## src/rtl/core/hkdv_pkg.sv

```systemverilog
// ----------------------------------------------------------------------------
// hkdv_pkg
// shared types, constants and character helpers for the hex key decoder
// ----------------------------------------------------------------------------
package hkdv_pkg;

    localparam int PREFIX_MAX_BYTES_DEF = 8;
    localparam int CFG_DATA_W = 64;
    localparam int CFG_IDX_W = 1;
    localparam int PREFIX_LEN_W = 4;

    localparam logic [CFG_DATA_W-1:0] PREFIX_BYTES_RST = 64'h0000_002E_7265_7375;
    localparam logic [PREFIX_LEN_W-1:0] PREFIX_LEN_RST = 4'd5;

    localparam logic [CFG_IDX_W-1:0] REG_PREFIX_BYTES = 1'd0;
    localparam logic [CFG_IDX_W-1:0] REG_PREFIX_LENGTH = 1'd1;

    localparam logic [7:0] CH_UPPER_A = 8'h41;
    localparam logic [7:0] CH_UPPER_F = 8'h46;
    localparam logic [7:0] CH_UPPER_Z = 8'h5A;
    localparam logic [7:0] CH_LOWER_A = 8'h61;
    localparam logic [7:0] CH_LOWER_F = 8'h66;
    localparam logic [7:0] CH_LOWER_Z = 8'h7A;
    localparam logic [7:0] CH_UNDERSCORE = 8'h5F;
    localparam logic [7:0] CH_DIGIT_0 = 8'h30;
    localparam logic [7:0] CH_DIGIT_9 = 8'h39;
    localparam logic [7:0] CH_DASH = 8'h2D;
    localparam logic [7:0] CH_DOT = 8'h2E;

    typedef struct packed {
        logic [7:0] key_char;
        logic       key_last;
    } in_item_t;

    typedef struct packed {
        logic       byte_valid;
        logic [7:0] decoded_byte;
        logic       in_local_part;
        logic       key_done;
        logic       accepted;
    } out_item_t;

    typedef struct packed {
        logic       ok;
        logic [3:0] value;
    } hex_digit_t;

    function automatic hex_digit_t hex_decode(input logic [7:0] c);
        hex_digit_t d;
        d.ok = 1'b1;
        d.value = 4'd0;
        if (c >= CH_DIGIT_0 && c <= CH_DIGIT_9)
        begin
            d.value = 4'(c - CH_DIGIT_0);
        end
        else if (c >= CH_LOWER_A && c <= CH_LOWER_F)
        begin
            d.value = 4'(c - CH_LOWER_A + 8'd10);
        end
        else if (c >= CH_UPPER_A && c <= CH_UPPER_F)
        begin
            d.value = 4'(c - CH_UPPER_A + 8'd10);
        end
        else
        begin
            d.ok = 1'b0;
        end
        return d;
    endfunction

    function automatic logic is_start_char(input logic [7:0] c);
        return (c >= CH_UPPER_A && c <= CH_UPPER_Z) ||
               (c >= CH_LOWER_A && c <= CH_LOWER_Z) || c == CH_UNDERSCORE;
    endfunction

    function automatic logic is_name_char(input logic [7:0] c);
        return is_start_char(c) || (c >= CH_DIGIT_0 && c <= CH_DIGIT_9) ||
               c == CH_DASH || c == CH_DOT;
    endfunction

endpackage

```

## src/rtl/core/hex_key_decoder_validator_top.sv

```systemverilog
// ----------------------------------------------------------------------------
// hex_key_decoder_validator_top
// checks a configured key prefix, hex-decodes namespace and local-name bytes
// and validates the local name, one key character per item
// ----------------------------------------------------------------------------
//  channel | signals                          | handshake
//  --------+----------------------------------+-------------------------------
//  in      | in_data (key_char, key_last)     | in_valid / in_ready
//  out     | out_data (byte, flags, verdict)  | out_valid / out_ready
//  cfg     | cfg_index, cfg_data              | cfg_we, no wait
//
//  one character per cycle while in_ready is high: key state updates in the
//  cycle an item is taken; byte and key-end results register on the same edge
//  in_ready stays high while the output register is empty or being drained,
//  so a stalled output holds back at most one item
//  reset restores the default prefix "user." and clears the key state
// ----------------------------------------------------------------------------
module hex_key_decoder_validator_top #(
    parameter int PREFIX_MAX_BYTES = hkdv_pkg::PREFIX_MAX_BYTES_DEF
) (
    input  logic                                 clk,
    input  logic                                 rst_n,
    input  logic                                 in_valid,
    output logic                                 in_ready,
    input  hkdv_pkg::in_item_t                   in_data,
    output logic                                 out_valid,
    input  logic                                 out_ready,
    output hkdv_pkg::out_item_t                  out_data,
    input  logic                                 cfg_we,
    input  logic [hkdv_pkg::CFG_IDX_W-1:0]       cfg_index,
    input  logic [hkdv_pkg::CFG_DATA_W-1:0]      cfg_data
);
    import hkdv_pkg::*;

    localparam int POS_W = $clog2(PREFIX_MAX_BYTES + 1);
    localparam int IDX_W = (PREFIX_MAX_BYTES > 1) ? $clog2(PREFIX_MAX_BYTES) : 1;
    localparam logic [POS_W-1:0] POS_MAX = POS_W'(PREFIX_MAX_BYTES);

    typedef enum logic [1:0] {
        PH_PREFIX = 2'd0,
        PH_NS     = 2'd1,
        PH_LOCAL  = 2'd2
    } phase_t;

    logic [7:0]              prefix_reg [PREFIX_MAX_BYTES];
    logic [PREFIX_LEN_W-1:0] prefix_len_reg;

    phase_t           phase_reg, phase_next;
    logic [POS_W-1:0] pos_reg, pos_next;
    logic [3:0]       high_nibble_reg, high_nibble_next;
    logic             pending_reg, pending_next;
    logic             declined_reg, declined_next;
    logic             local_seen_reg, local_seen_next;
    logic             name_ended_reg, name_ended_next;

    logic      out_valid_reg;
    out_item_t out_data_reg;

    logic             take;
    logic [POS_W-1:0] eff_len;
    phase_t           phase_cur;
    logic [7:0]       want;
    hex_digit_t       hd;
    logic             got_byte;
    logic [7:0]       dec_byte;
    out_item_t        res;

    assign in_ready  = !out_valid_reg || out_ready;
    assign take      = in_valid && in_ready;
    assign out_valid = out_valid_reg;
    assign out_data  = out_data_reg;

    // saturate the configured length
    assign eff_len = (prefix_len_reg > PREFIX_LEN_W'(PREFIX_MAX_BYTES)) ?
                     POS_MAX : POS_W'(prefix_len_reg);

    always_comb
    begin
        phase_cur = phase_reg;
        if (phase_reg == PH_PREFIX && pos_reg >= eff_len)
        begin
            phase_cur = PH_NS;
        end

        want = prefix_reg[pos_reg[IDX_W-1:0]];
        hd = hex_decode(in_data.key_char);
        dec_byte = {high_nibble_reg, hd.value};

        phase_next = phase_cur;
        pos_next = pos_reg;
        high_nibble_next = high_nibble_reg;
        pending_next = pending_reg;
        declined_next = declined_reg;
        local_seen_next = local_seen_reg;
        name_ended_next = name_ended_reg;
        got_byte = 1'b0;

        if (declined_reg)
        begin
            // wait for the end of the key
        end
        else
        begin
            unique case (phase_cur)
                PH_PREFIX:
                begin
                    if (in_data.key_char != want)
                    begin
                        declined_next = 1'b1;
                    end
                    pos_next = pos_reg + 1'b1;
                    if (pos_reg + 1'b1 >= eff_len)
                    begin
                        phase_next = PH_NS;
                    end
                end
                PH_NS, PH_LOCAL:
                begin
                    if (phase_cur == PH_NS && in_data.key_char == CH_DOT)
                    begin
                        if (pending_reg)
                        begin
                            declined_next = 1'b1;
                        end
                        pending_next = 1'b0;
                        high_nibble_next = 4'd0;
                        phase_next = PH_LOCAL;
                    end
                    else if (!hd.ok)
                    begin
                        declined_next = 1'b1;
                    end
                    else if (!pending_reg)
                    begin
                        high_nibble_next = hd.value;
                        pending_next = 1'b1;
                    end
                    else
                    begin
                        got_byte = 1'b1;
                        pending_next = 1'b0;
                        high_nibble_next = 4'd0;
                        // local name check, stops at a zero byte
                        if (phase_cur == PH_LOCAL && !name_ended_reg)
                        begin
                            if (dec_byte == 8'd0)
                            begin
                                name_ended_next = 1'b1;
                                if (!local_seen_reg)
                                begin
                                    declined_next = 1'b1;
                                end
                            end
                            else if (!local_seen_reg)
                            begin
                                if (!is_start_char(dec_byte))
                                begin
                                    declined_next = 1'b1;
                                end
                                local_seen_next = 1'b1;
                            end
                            else if (!is_name_char(dec_byte))
                            begin
                                declined_next = 1'b1;
                            end
                        end
                    end
                end
                default:
                begin
                    declined_next = 1'b1;
                end
            endcase
        end

        res.byte_valid    = got_byte;
        res.decoded_byte  = got_byte ? dec_byte : 8'd0;
        res.in_local_part = got_byte && (phase_cur == PH_LOCAL);
        res.key_done      = in_data.key_last;
        res.accepted      = in_data.key_last && !declined_next && phase_next == PH_LOCAL &&
                            !pending_next && local_seen_next;

        if (in_data.key_last)
        begin
            phase_next = PH_PREFIX;
            pos_next = '0;
            high_nibble_next = 4'd0;
            pending_next = 1'b0;
            declined_next = 1'b0;
            local_seen_next = 1'b0;
            name_ended_next = 1'b0;
        end
    end

    always_ff @(posedge clk or negedge rst_n)
    begin
        if (!rst_n)
        begin
            for (int i = 0; i < PREFIX_MAX_BYTES; i++)
            begin
                prefix_reg[i] <= PREFIX_BYTES_RST[i*8 +: 8];
            end
            prefix_len_reg <= PREFIX_LEN_RST;
        end
        else if (cfg_we)
        begin
            unique case (cfg_index)
                REG_PREFIX_BYTES:
                begin
                    for (int i = 0; i < PREFIX_MAX_BYTES; i++)
                    begin
                        prefix_reg[i] <= cfg_data[i*8 +: 8];
                    end
                end
                REG_PREFIX_LENGTH:
                begin
                    prefix_len_reg <= cfg_data[PREFIX_LEN_W-1:0];
                end
                default:
                begin
                end
            endcase
        end
    end

    always_ff @(posedge clk or negedge rst_n)
    begin
        if (!rst_n)
        begin
            phase_reg <= PH_PREFIX;
            pos_reg <= '0;
            high_nibble_reg <= 4'd0;
            pending_reg <= 1'b0;
            declined_reg <= 1'b0;
            local_seen_reg <= 1'b0;
            name_ended_reg <= 1'b0;
            out_valid_reg <= 1'b0;
            out_data_reg <= '0;
        end
        else
        begin
            if (take)
            begin
                phase_reg <= phase_next;
                pos_reg <= pos_next;
                high_nibble_reg <= high_nibble_next;
                pending_reg <= pending_next;
                declined_reg <= declined_next;
                local_seen_reg <= local_seen_next;
                name_ended_reg <= name_ended_next;
            end
            if (take && (got_byte || in_data.key_last))
            begin
                out_valid_reg <= 1'b1;
                out_data_reg <= res;
            end
            else if (out_ready)
            begin
                out_valid_reg <= 1'b0;
            end
        end
    end

endmodule
```

## config.mk

```make
export PLATFORM = sky130hd
export DESIGN_NAME = hex_key_decoder_validator_top
export DESIGN_NICKNAME = d
export VERILOG_FILES = /design/src/rtl/core/hkdv_pkg.sv /design/src/rtl/core/hex_key_decoder_validator_top.sv
export SDC_FILE = /design/constraint.sdc
export NUM_CORES = 1
export LEC_CHECK = 0
export ABC_AREA = 1
export ABC_CLOCK_PERIOD_IN_PS = 3500
export BUFFER_PORTS_ARGS = -buffer_cell sky130_fd_sc_hd__buf_2
export CAP_MARGIN = 25
export CORE_MARGIN = 5
export CORE_UTILIZATION = 55
export DETAILED_ROUTE_END_ITERATION = 8
export GPL_ROUTABILITY_DRIVEN = 0
export HOLD_SLACK_MARGIN = 0.15
export PLACE_DENSITY = 0.83
export SYNTH_ARGS = -nofsm -noshare
export SYNTH_HDL_FRONTEND = slang
export SYNTH_SLANG_ARGS = --single-unit
```

## constraint.sdc

```tcl
create_clock -name clk -period 3.5 [get_ports clk]
set_input_delay 0.175 -clock clk [delete_from_list [all_inputs] [get_ports clk]]
set_output_delay 0.175 -clock clk [all_outputs]
set_load 0.01 [all_outputs]
```

# Yosys cells after proc, flatten, opt, wreduce, memory -nomap -nowiden
# Cells that the tools add are included.
# op_classes
magnitude_cmp,16
mux,68
eq_ne,10
n_addsub,6
reduce_logical,44
bitwise_logic,2
# ops
cell,count
4-bit two-way mux,13
1-bit two-way mux,44
8-bit by 7-bit greater-or-equal comparator with 1-bit output (second input constant),4
8-bit by 7-bit <= comparator with 1-bit output (second input constant),4
8-bit binary-select mux with 3-bit select,1
8-bit by 6-bit equality test with 1-bit output (second input constant),3
8-bit two-way mux,3
8-bit by 6-bit greater-or-equal comparator with 1-bit output (second input constant),2
8-bit by 6-bit <= comparator with 1-bit output (second input constant),2
1-bit logical AND,16
2-bit nonzero test,7
4-bit by 1-bit subtractor with 4-bit output (second input constant),3
2-bit two-way mux,5
4-bit adder (second input constant),2
8-bit by 7-bit equality test with 1-bit output (second input constant),1
4-bit greater-or-equal comparator,2
8-bit zero test,1
8-bit != test,1
8-bit AND reduction,1
1-bit logical OR,7
4-bit by 1-bit adder with 4-bit output (second input constant),1
2-bit equality test (second input constant),2
4-bit greater-or-equal comparator (second input constant),1
4-bit greater-than comparator (second input constant),1
13 further kinds,19
# word_totals
inputBits,79
register_bits,95
word_cells,168

# Longest topological paths before layout
# Gate-level depths: netlist of run 1.
# logic_depth
word_depth,26
depth_mapped,22
depth_no_buf,22

# Worst setup path after synthesis of run 1
# No wires, ideal clock.
# synth_timing
kind,register to register
start,register pos_reg[0]
end,register out_data_reg (netlist bit out_data[10])
t_arrival_ns,2.354
setup_slack_ns,1.015
n_path_buf,3
period_less_slack_ns,2.485
stages_incl_launch_ff,19
cell_sequence,dfrtp_1 > buf_2 > inv_1 > buf_2 > ha_1 > inv_1 > nand2_1 > a21oi_1 > o21bai_1 > a21oi_1 > nor2_1 > nor2_1 > nor2_1 > nand3_1 > nand2_1 > inv_1 > clkbuf_1 > nand2_1 > o21ai_0
# synth_between
elab_chain_len,10
elab_cells_between_ends,13
classes_between,order compare: 1; eq/ne: 2; mux: 5; reduce/logical: 5
# synth_rtl
item,line,text
start: declaration,hex_key_decoder_validator_top.sv:49,"logic [POS_W-1:0] pos_reg, pos_next;"
start signal: assignment,hex_key_decoder_validator_top.sv:245,pos_reg <= pos_next;
4-bit greater-or-equal comparator (*),hex_key_decoder_validator_top.sv:80,if (phase_reg == PH_PREFIX && pos_reg >= eff_len)
1-bit logical AND (*),hex_key_decoder_validator_top.sv:80,
2-bit two-way mux (*),hex_key_decoder_validator_top.sv:80,
2-bit by 1-bit equality test with 1-bit output,"hex_key_decoder_validator_top.sv:104, hex_key_decoder_validator_top.sv:119",
1-bit logical AND,hex_key_decoder_validator_top.sv:119,if (phase_cur == PH_NS && in_data.key_char == CH_DOT)
1-bit two-way mux,hex_key_decoder_validator_top.sv:119,
1-bit two-way mux (*),hex_key_decoder_validator_top.sv:104,unique case (phase_cur)
1-bit two-way mux (*),hex_key_decoder_validator_top.sv:98,if (declined_reg)
1-bit logical OR,hex_key_decoder_validator_top.sv:252,if (take && (got_byte || in_data.key_last))
1-bit logical AND,hex_key_decoder_validator_top.sv:252,
end signal: assignment,hex_key_decoder_validator_top.sv:255,out_data_reg <= res;
end: declaration,hex_key_decoder_validator_top.sv:57,out_item_t out_data_reg;
# Every way passes the cells marked *; elsewhere a longest branch is shown, timed or not.
# A chain may end at the register's enable or synchronous reset.

# Final worst setup path of run 1
# layout_timing
start,register pos_reg[1]
end,register out_data_reg (netlist bit out_data[4])
# The elaborated chain is that of the path after synthesis.

==> summary.md, run 1 <==
| Metric | Value |
|---|---|
| Outcome | `completed` |
| Worst IR Drop VDD | `299 uV` |
| Syn avg cell area | `8.80 sq um` |
| Fin crit share | `0.837` |
| Largest net degree at the start of global routing | `88` |
| Share of layout cells above drive strength 1 | `0.292` |
| Final WL | `15.3 mm` |
| Switching share of power | `0.388` |
| Setup WS pre-CTS | `0.649 ns` |
| Area leader, netlist | `dfrtp_1` |
| Crit path max fanout | `18` |
| ANT nets after route | `0` |
| Row cnt | `35` |
| Hold_ws | `0.229 ns` |
| Number of global-route vias before repair | `5225` |
| Clk buf depth | `2` |
| Cell variety after synth | `38` |
| Global-route wire length before repair | `25.6 mm` |
| Filler cells | `647` |
| Worst Clk Skew | `0.0114 ns` |
| Htree depth | `3` |
| Cell Int Power | `roughly 2.0 mW` |
| Tightest Pin Transition | `0.814 ns` |
| DIE AREA | `about 12000 sq um` |
| Area grow syn2layout | `27.5%` |
| CTS Buf Count | `9` |
| Core outline area | `9280 sq um` |
| Post-Synthesis Cells | `600` |
| Diodes inserted | `0` |
| Reg2Reg Depth | `12` |
| Max-Cap Viols | `0` |
| Final hold violation count | `0` |
| Max-slew violations | `0` |
| Routed len/inst | `17.2 um` |
| Hold WC Path Type | `input port to asynchronous set/reset pin` |
| Post-DP HPWL | `9.49 mm` |
| Clock Latency Late Sink | `0.37 ns` |
| Comb pwr share | `0.361` |
| Syn. warnings | `0` |
| Overall routing resource usage | `0.277` |
| Die Height | `between 100 and 150 um` |
| Post-CTS Resized | `0` |
| Worst setup SP type | `flop` |
| Flop pwr share | `0.424` |
| Final TNS setup | `0 ns` |
| Worst EP required | `approximately 3.8 ns` |
| Total grt overflow | `0` |
| Via count | `4977` |
| Synth top area share | `0.336` |
| Final #Nets | `847` |
| Pleak | `approximately 3.2 nW` |
| Achievable Freq | `0.342 GHz` |
| Post-synthesis cell area | `5280 sq um` |
| Initial antenna violation count | `0` |
| Vias/cell | `around 5.6` |
| Die Wd | `108 um` |
| Number of port buffers | `92` |
| Power, Total | `3.32 mW` |
| Final setup violation count | `0` |
| Worst-path clk slew | `0.11 ns` |
| Max reg flops | `64` |
| Io pins | `slightly above 90` |
| Largest cells by area after synthesis | `dfrtp_1 34%, mux2_2 12%, dfstp_2 12%` |
| Net Count, Synth | `693` |
| Setup bufs post-CTS | `0` |
| Starting DRT DRC Count | `329` |
| Clock Sinks | `95` |
| Worst Setup Slack, final | `between 0.5 and 0.6 ns` |
| Crit. End Element | `flop` |
| RSZ-0062 raised after global routing | `false` |
| CTS Root Cell | `clkbuf_8` |
| Worst slew margin | `0.457` |
| Yosys reg bits | `95` |
| Register area share after synthesis | `0.456` |
| CTS tree | `built` |
| Worst path arrival time | `3.18 ns` |
| Setup CP Type | `flop to flop` |
| Power share of the clock group | `0.214` |
| Starting density of the core | `0.569` |
| Switch Pwr | `1.29 mW` |
| DRC Markers | `0` |
| Period minus WS final | `2.93 ns` |
| Power density over the cells | `493 nW/um^2` |
| TritonRoute pass-1 iters | `6` |
==> critical path, cell delays in order (launching register included) <==
cell,delay (ns)
dfrtp_1,0.63
ha_1,0.41
a21oi_1,0.06
o21bai_1,0.11
a21oi_1,0.08
nor2_1,0.18
nor2_1,0.09
nor2_1,0.31
nand3_1,0.38
nand2_1,0.18
inv_1,0.18
nand2_1,0.11
o21ai_0,0.09
==> final cells by class <==
cell class	count	area, sq um	share of cell area
repair buffers	164	1190	0.177
clock inverters	7	63.8	0.00948
flip-flops and latches	95	2410	0.358
multi-input cells	428	2570	0.382
inverters	56	213	0.0316
well taps	129	161	0.0240
clock buffers	9	124	0.0184
==> logic make-up (layout without fill, tap and decap cells) <==
| logic type | Yosys count | in the layout | share of synthesized area |
|---|---|---|---|
| compound gates | 104 | 104 | 0.115 |
| xor+xnor | 6 | 6 | 0.00995 |
| fa+ha+maj | 14 | 14 | 0.0332 |
| buf+inv | 77 | 236 | 0.0576 |
| flops | 95 | 95 | 0.456 |
| mux | 58 | 58 | 0.124 |
| simple gates | 246 | 246 | 0.205 |
==> worst paths after layout <==
kind | end | slack, ns | from
worst max-delay path | out_data[4] | 0.57 | pos_reg[1]
worst min-delay path | prefix_reg[4] | 0.23 | rst_n
worst max register to register | out_data[4] | 0.57 | pos_reg[1]
worst min register to register | out_data[1] | 0.48 | out_data[1]
max in group asynchronous | prefix_reg[26] | 2.38 | rst_n
min in group clk | prefix_len_reg[0] | 0.24 | cfg_index
==> metrics by stage <==
step,utilization,area (sq um),cells
2_1_floorplan,-,5280,600
6_report,0.725,6730,888
4_1_cts,0.722,6700,887
3_3_place_gp,0.630,5850,804
5_1_grt,0.725,6730,888
3_5_place_dp,0.630,5850,804
==> cell usage in the layout, fill, tap and decap left out, types with 2 or more instances in the layout <==
cell / count
inv_8: 2
buf_4: 5
clkinv_4: 2
dlygate4sd3_1: 67
buf_2: 91
inv_1: 49
clkbuf_8: 9
a211oi_1: 2
a21boi_0: 3
o21a_1: 3
nand3_1: 31
o21ai_0: 62
nand3_2: 6
nand2_2: 8
xor2_1: 5
o21bai_1: 2
o22ai_1: 9
dfstp_2: 24
mux2_2: 58
a21oi_1: 12
inv_2: 5
ha_1: 14
nand2_1: 109
nor3_1: 9
nand4_1: 10
nor2_1: 66
clkinvlp_4: 2
o221ai_1: 8
nor2_2: 2
dfrtp_1: 71
==> per-layer routing <==
| layer | global-route usage | part of all wire | up-vias |
|---|---|---|---|
| met5 | 0 | 0 | - |
| met4 | 0.101 | 0.024 | 0 |
| met3 | 0.0543 | 0.066 | 38 |
| met2 | 0.488 | 0.52 | 237 |
| met1 | 0.338 | 0.39 | 2368 |
| li1 | - | - | 2334 |
==> cells in the mapped netlist, drive strengths merged <==
cell      n
buf      12
nand4    10
nor3      9
a21oi    14
nor3b     1
o221ai    8
nor2     69
nand2   118
o22ai     9
nand3    37
xnor2     1
mux2     58
a21boi    3
dfstp    24
or2       1
o21bai    2
o21ai    62
and3      1
ha       14
clkbuf    9
inv      55
clkinv    1
o21a      3
a211oi    2
o41ai     1
dfrtp    71
xor2      5
==> what timing repair did <==
| action | in CTS | in global routing |
|---|---|---|
| setup endpoints to repair | 0 | 0 |
| endpoints found under the hold margin | 133 | 0 |
| hold buffers | 67 | 0 |
==> power groups by stage <==
stage	Sequential, mW	Clock, mW	Combinational, mW
floorplan	1.36	0	0.821
CTS	1.39	0.706	1.15
global placement	1.40	0	1.04
finish	1.41	0.711	1.20
detailed placement	1.41	0	1.08
global route	1.42	0.762	1.35
Note: power is estimated with default switching activity, not from simulation.
==> inputs of run 2 (changes only) <==
Settings changed: ABC_AREA 1 to 0, ABC_CLOCK_PERIOD_IN_PS 3500 to 2700.
Clock period 3.5 ns to 2.7 ns, I/O delays scaled along.
==> summary.md, run 2 <==
| Metric | Value |
|---|---|
| Io pins | `93 (unchanged)` |
| Final hold violation count | `0 (unchanged)` |
| Routed len/inst | `18.9 um (+10%)` |
| Setup CP Type | `flop to flop` |
| Max-Cap Viols | `0 (unchanged)` |
| Count leader, synth | `dfrtp_1` |
| Dominant synthesized flop cell | `dfrtp_1` |
| CTS Root Cell | `clkbuf_8` |
| Fin util | `0.743 (+0.0178)` |
| Worst setup SP type | `flop` |
| Total grt overflow | `0 (unchanged)` |
| Worst slew margin | `0.478 (+0.0207)` |
| DRC Markers | `0 (unchanged)` |
| Overall routing resource usage | `0.243 (-0.0342)` |
| Crit. End Element | `flop` |
| Most frequent cells in the layout | `91 x buf_2, 71 x dfrtp_1, 68 x mux2_2` |
| Worst Clk Skew | `0.0159 ns (+0.00452 ns)` |
| Yosys reg bits | `95 (unchanged)` |
| Largest net degree at the start of global routing | `65 (-26%)` |
| Crit path max fanout | `16 (-2)` |
| Row cnt | `34 (-2.9%)` |
| Initial antenna violation count | `1 (+1)` |
| DIE AREA | `11100 sq um (-4.5%)` |
| Area leader, netlist | `dfrtp_1` |
| Worst IR Drop VDD | `511 uV (+71%)` |
| Largest cells by area after synthesis | `dfrtp_1 35%, mux2_2 15%, dfstp_2 13%` |
| Area grow syn2layout | `30.3%` |
| Final #Nets | `659 (-22%)` |
| Power density over the cells | `657 nW/um^2 (+33%)` |
| Achievable Freq | `0.394 GHz (+15%)` |
| Vias/cell | `5.73 (+2.3%)` |
| Worst path arrival time | `2.80 ns (-0.38 ns)` |
| Most common cell after layout, fill and taps aside | `buf_2` |
| Filler cells | `535 (-17%)` |
| Period minus WS final | `2.54 ns (-0.392 ns)` |
| Post-Synthesis Cells | `405 (-33%)` |
| Worst EP required | `2.96 ns (-0.79 ns)` |
| Final setup violation count | `0 (unchanged)` |
| Clock Latency Late Sink | `0.37 ns (about the same)` |
| Worst-path clk slew | `0.10 ns (about the same)` |
| Share of layout cells above drive strength 1 | `0.436 (+0.144)` |
| Die Wd | `106 um (-2.3%)` |
| Max-slew violations | `0 (unchanged)` |
| ANT nets after route | `0 (unchanged)` |
| Clock Sinks | `95 (unchanged)` |
| Via count | `3898 (-22%)` |
| Final WL | `12.9 mm (-16%)` |
| Fin crit share | `0.939 (+0.102)` |
| Post-DP HPWL | `8.26 mm (-13%)` |
| Post-synth ARST share | `1.00 (unchanged)` |
| Synth top area share | `0.354 (+0.0175)` |
| Syn. warnings | `0 (unchanged)` |
| CTS Buf Count | `9 (unchanged)` |
| TritonRoute pass-1 iters | `4 (-2)` |
| Post-synth EDFFs | `0 (unchanged)` |
| CTS tree | `built` |
| Synth top cells by count | `71 x dfrtp_1, 68 x mux2_2, 24 x dfstp_2` |
| Post-synthesis cell area | `5020 sq um (-5.0%)` |
| Core outline area | `8810 sq um (-5.1%)` |
| Starting density of the core | `0.570 (+0.00117)` |
| Area post-placement | `5640 sq um (-3.6%)` |
| Register area share after synthesis | `0.480 (+0.0238)` |
| Die Height | `106 um (-2.3%)` |
| Cell variety after synth | `59 (+55%)` |
| Hold WC Path Type | `input port to flop` |
| Pleak | `2.84 nW (-11%)` |
| Clk buf depth | `2 (unchanged)` |
| Tightest Pin Transition | `0.783 ns (-0.0311 ns)` |
| Starting DRT DRC Count | `150 (-54%)` |
| Outcome | `completed` |
| Number of global-route vias before repair | `4322 (-17%)` |
| Syn avg cell area | `12.4 sq um (+41%)` |
| Max reg flops | `64 (unchanged)` |
| Htree depth | `3 (unchanged)` |
| Global-route wire length before repair | `21.5 mm (-16%)` |
| Net Count, Synth | `498 (-28%)` |
| Number of port buffers | `92 (unchanged)` |
| Design Area, Final | `6540 sq um (-2.8%)` |
-- run 2: cell types whose count changed in the layout (fill, tap and decap cells not counted), moves of 16 or more --
cell,before,now
inv_1,49,12
mux4_2,0,16
nand2_1,109,21
nand3_1,31,14
nor2_1,66,16
o21ai_0,62,18
-- run 2: metrics by stage --
stage	setup TNS (ns)	power (mW)	hold slack (ns)	instances	setup WS [ns]
after floorplan	0	2.75	-0.161	405	0.0214
after global placement	0	3.12	0.214	595	0.211
after detailed placement	0	3.18	0.224	595	0.104
after CTS	0	4.24	0.236	678	0.146
after global routing	-0.00149	4.54	0.264	680	-0.00149
final	0	4.30	0.253	680	0.165
-- run 2: cell type report --
type	count	area [sq um]	area share
clock inverters	6	77.6	0.0119
well taps	108	135	0.0207
multi-input cells	275	2470	0.378
diodes	1	2.50	0.000383
clock buffers	10	128	0.0195
flip-flops and latches	95	2410	0.368
inverters	13	48.8	0.00746
repair buffers	172	1270	0.194
-- run 2: worst paths after layout --
| kind | start | endpoint | slack [ns] | cells after the start |
|---|---|---|---|---|
| max in group asynchronous | rst_n | prefix_reg[54] | 1.61 | 3 |
| min | in_data[2] | out_data[4] | 0.25 | 3 |
| min reg2reg | out_data[11] | out_data[11] | 0.48 | 2 |
| min in group asynchronous | rst_n | prefix_reg[47] | 0.36 | 2 |
| max | pos_reg[1] | declined_reg | 0.16 | 8 |
| max reg2reg | pos_reg[1] | declined_reg | 0.16 | 8 |
-- run 2: cells by family (layout without fill, tap and decap cells) --
group / Yosys count / after routing / synth area share
fa+ha+maj: 14 / 14 / 0.0349
simple gates: 93 / 93 / 0.105
compound gates: 64 / 64 / 0.0865
flops: 95 / 95 / 0.480
buf+inv: 35 / 201 / 0.0324
other cells: 0 / 1 / 0
xor+xnor: 10 / 10 / 0.0175
mux: 94 / 94 / 0.244
-- run 2: repair_timing --
action,CTS,global route
hold endpoints to repair,119,0
buffers inserted,0,1
gates resized for setup,0,6
hold buffers,67,0
setup endpoints to repair,0,18
-- run 2: power breakdown --
| group | internal [mW] | switching (mW) | leakage, nW |
|---|---|---|---|
| Sequential | 1.65 | 0.153 | 1.13 |
| Clock | 0.447 | 0.529 | 0.101 |
| Combinational | 0.820 | 0.698 | 1.61 |
| Total | 2.92 | 1.38 | 2.84 |
-- run 2: per-layer routing --
metal  routed length [um]  global-route usage  share of wire
met5                    0                   0              0
met4                  398               0.103          0.031
met3                  735              0.0550          0.057
met2                 6830               0.440           0.53
met1                 4890               0.277           0.38
-- run 2: critical path, stage by stage (launching register included) --
cell and delay [ns]:
dfrtp_1 0.46, buf_12 0.20, mux4_2 0.51, mux2i_1 0.23, xor2_1 0.17, o2111a_1 0.19
a31oi_1 0.12, a311o_1 0.32, a22o_1 0.20
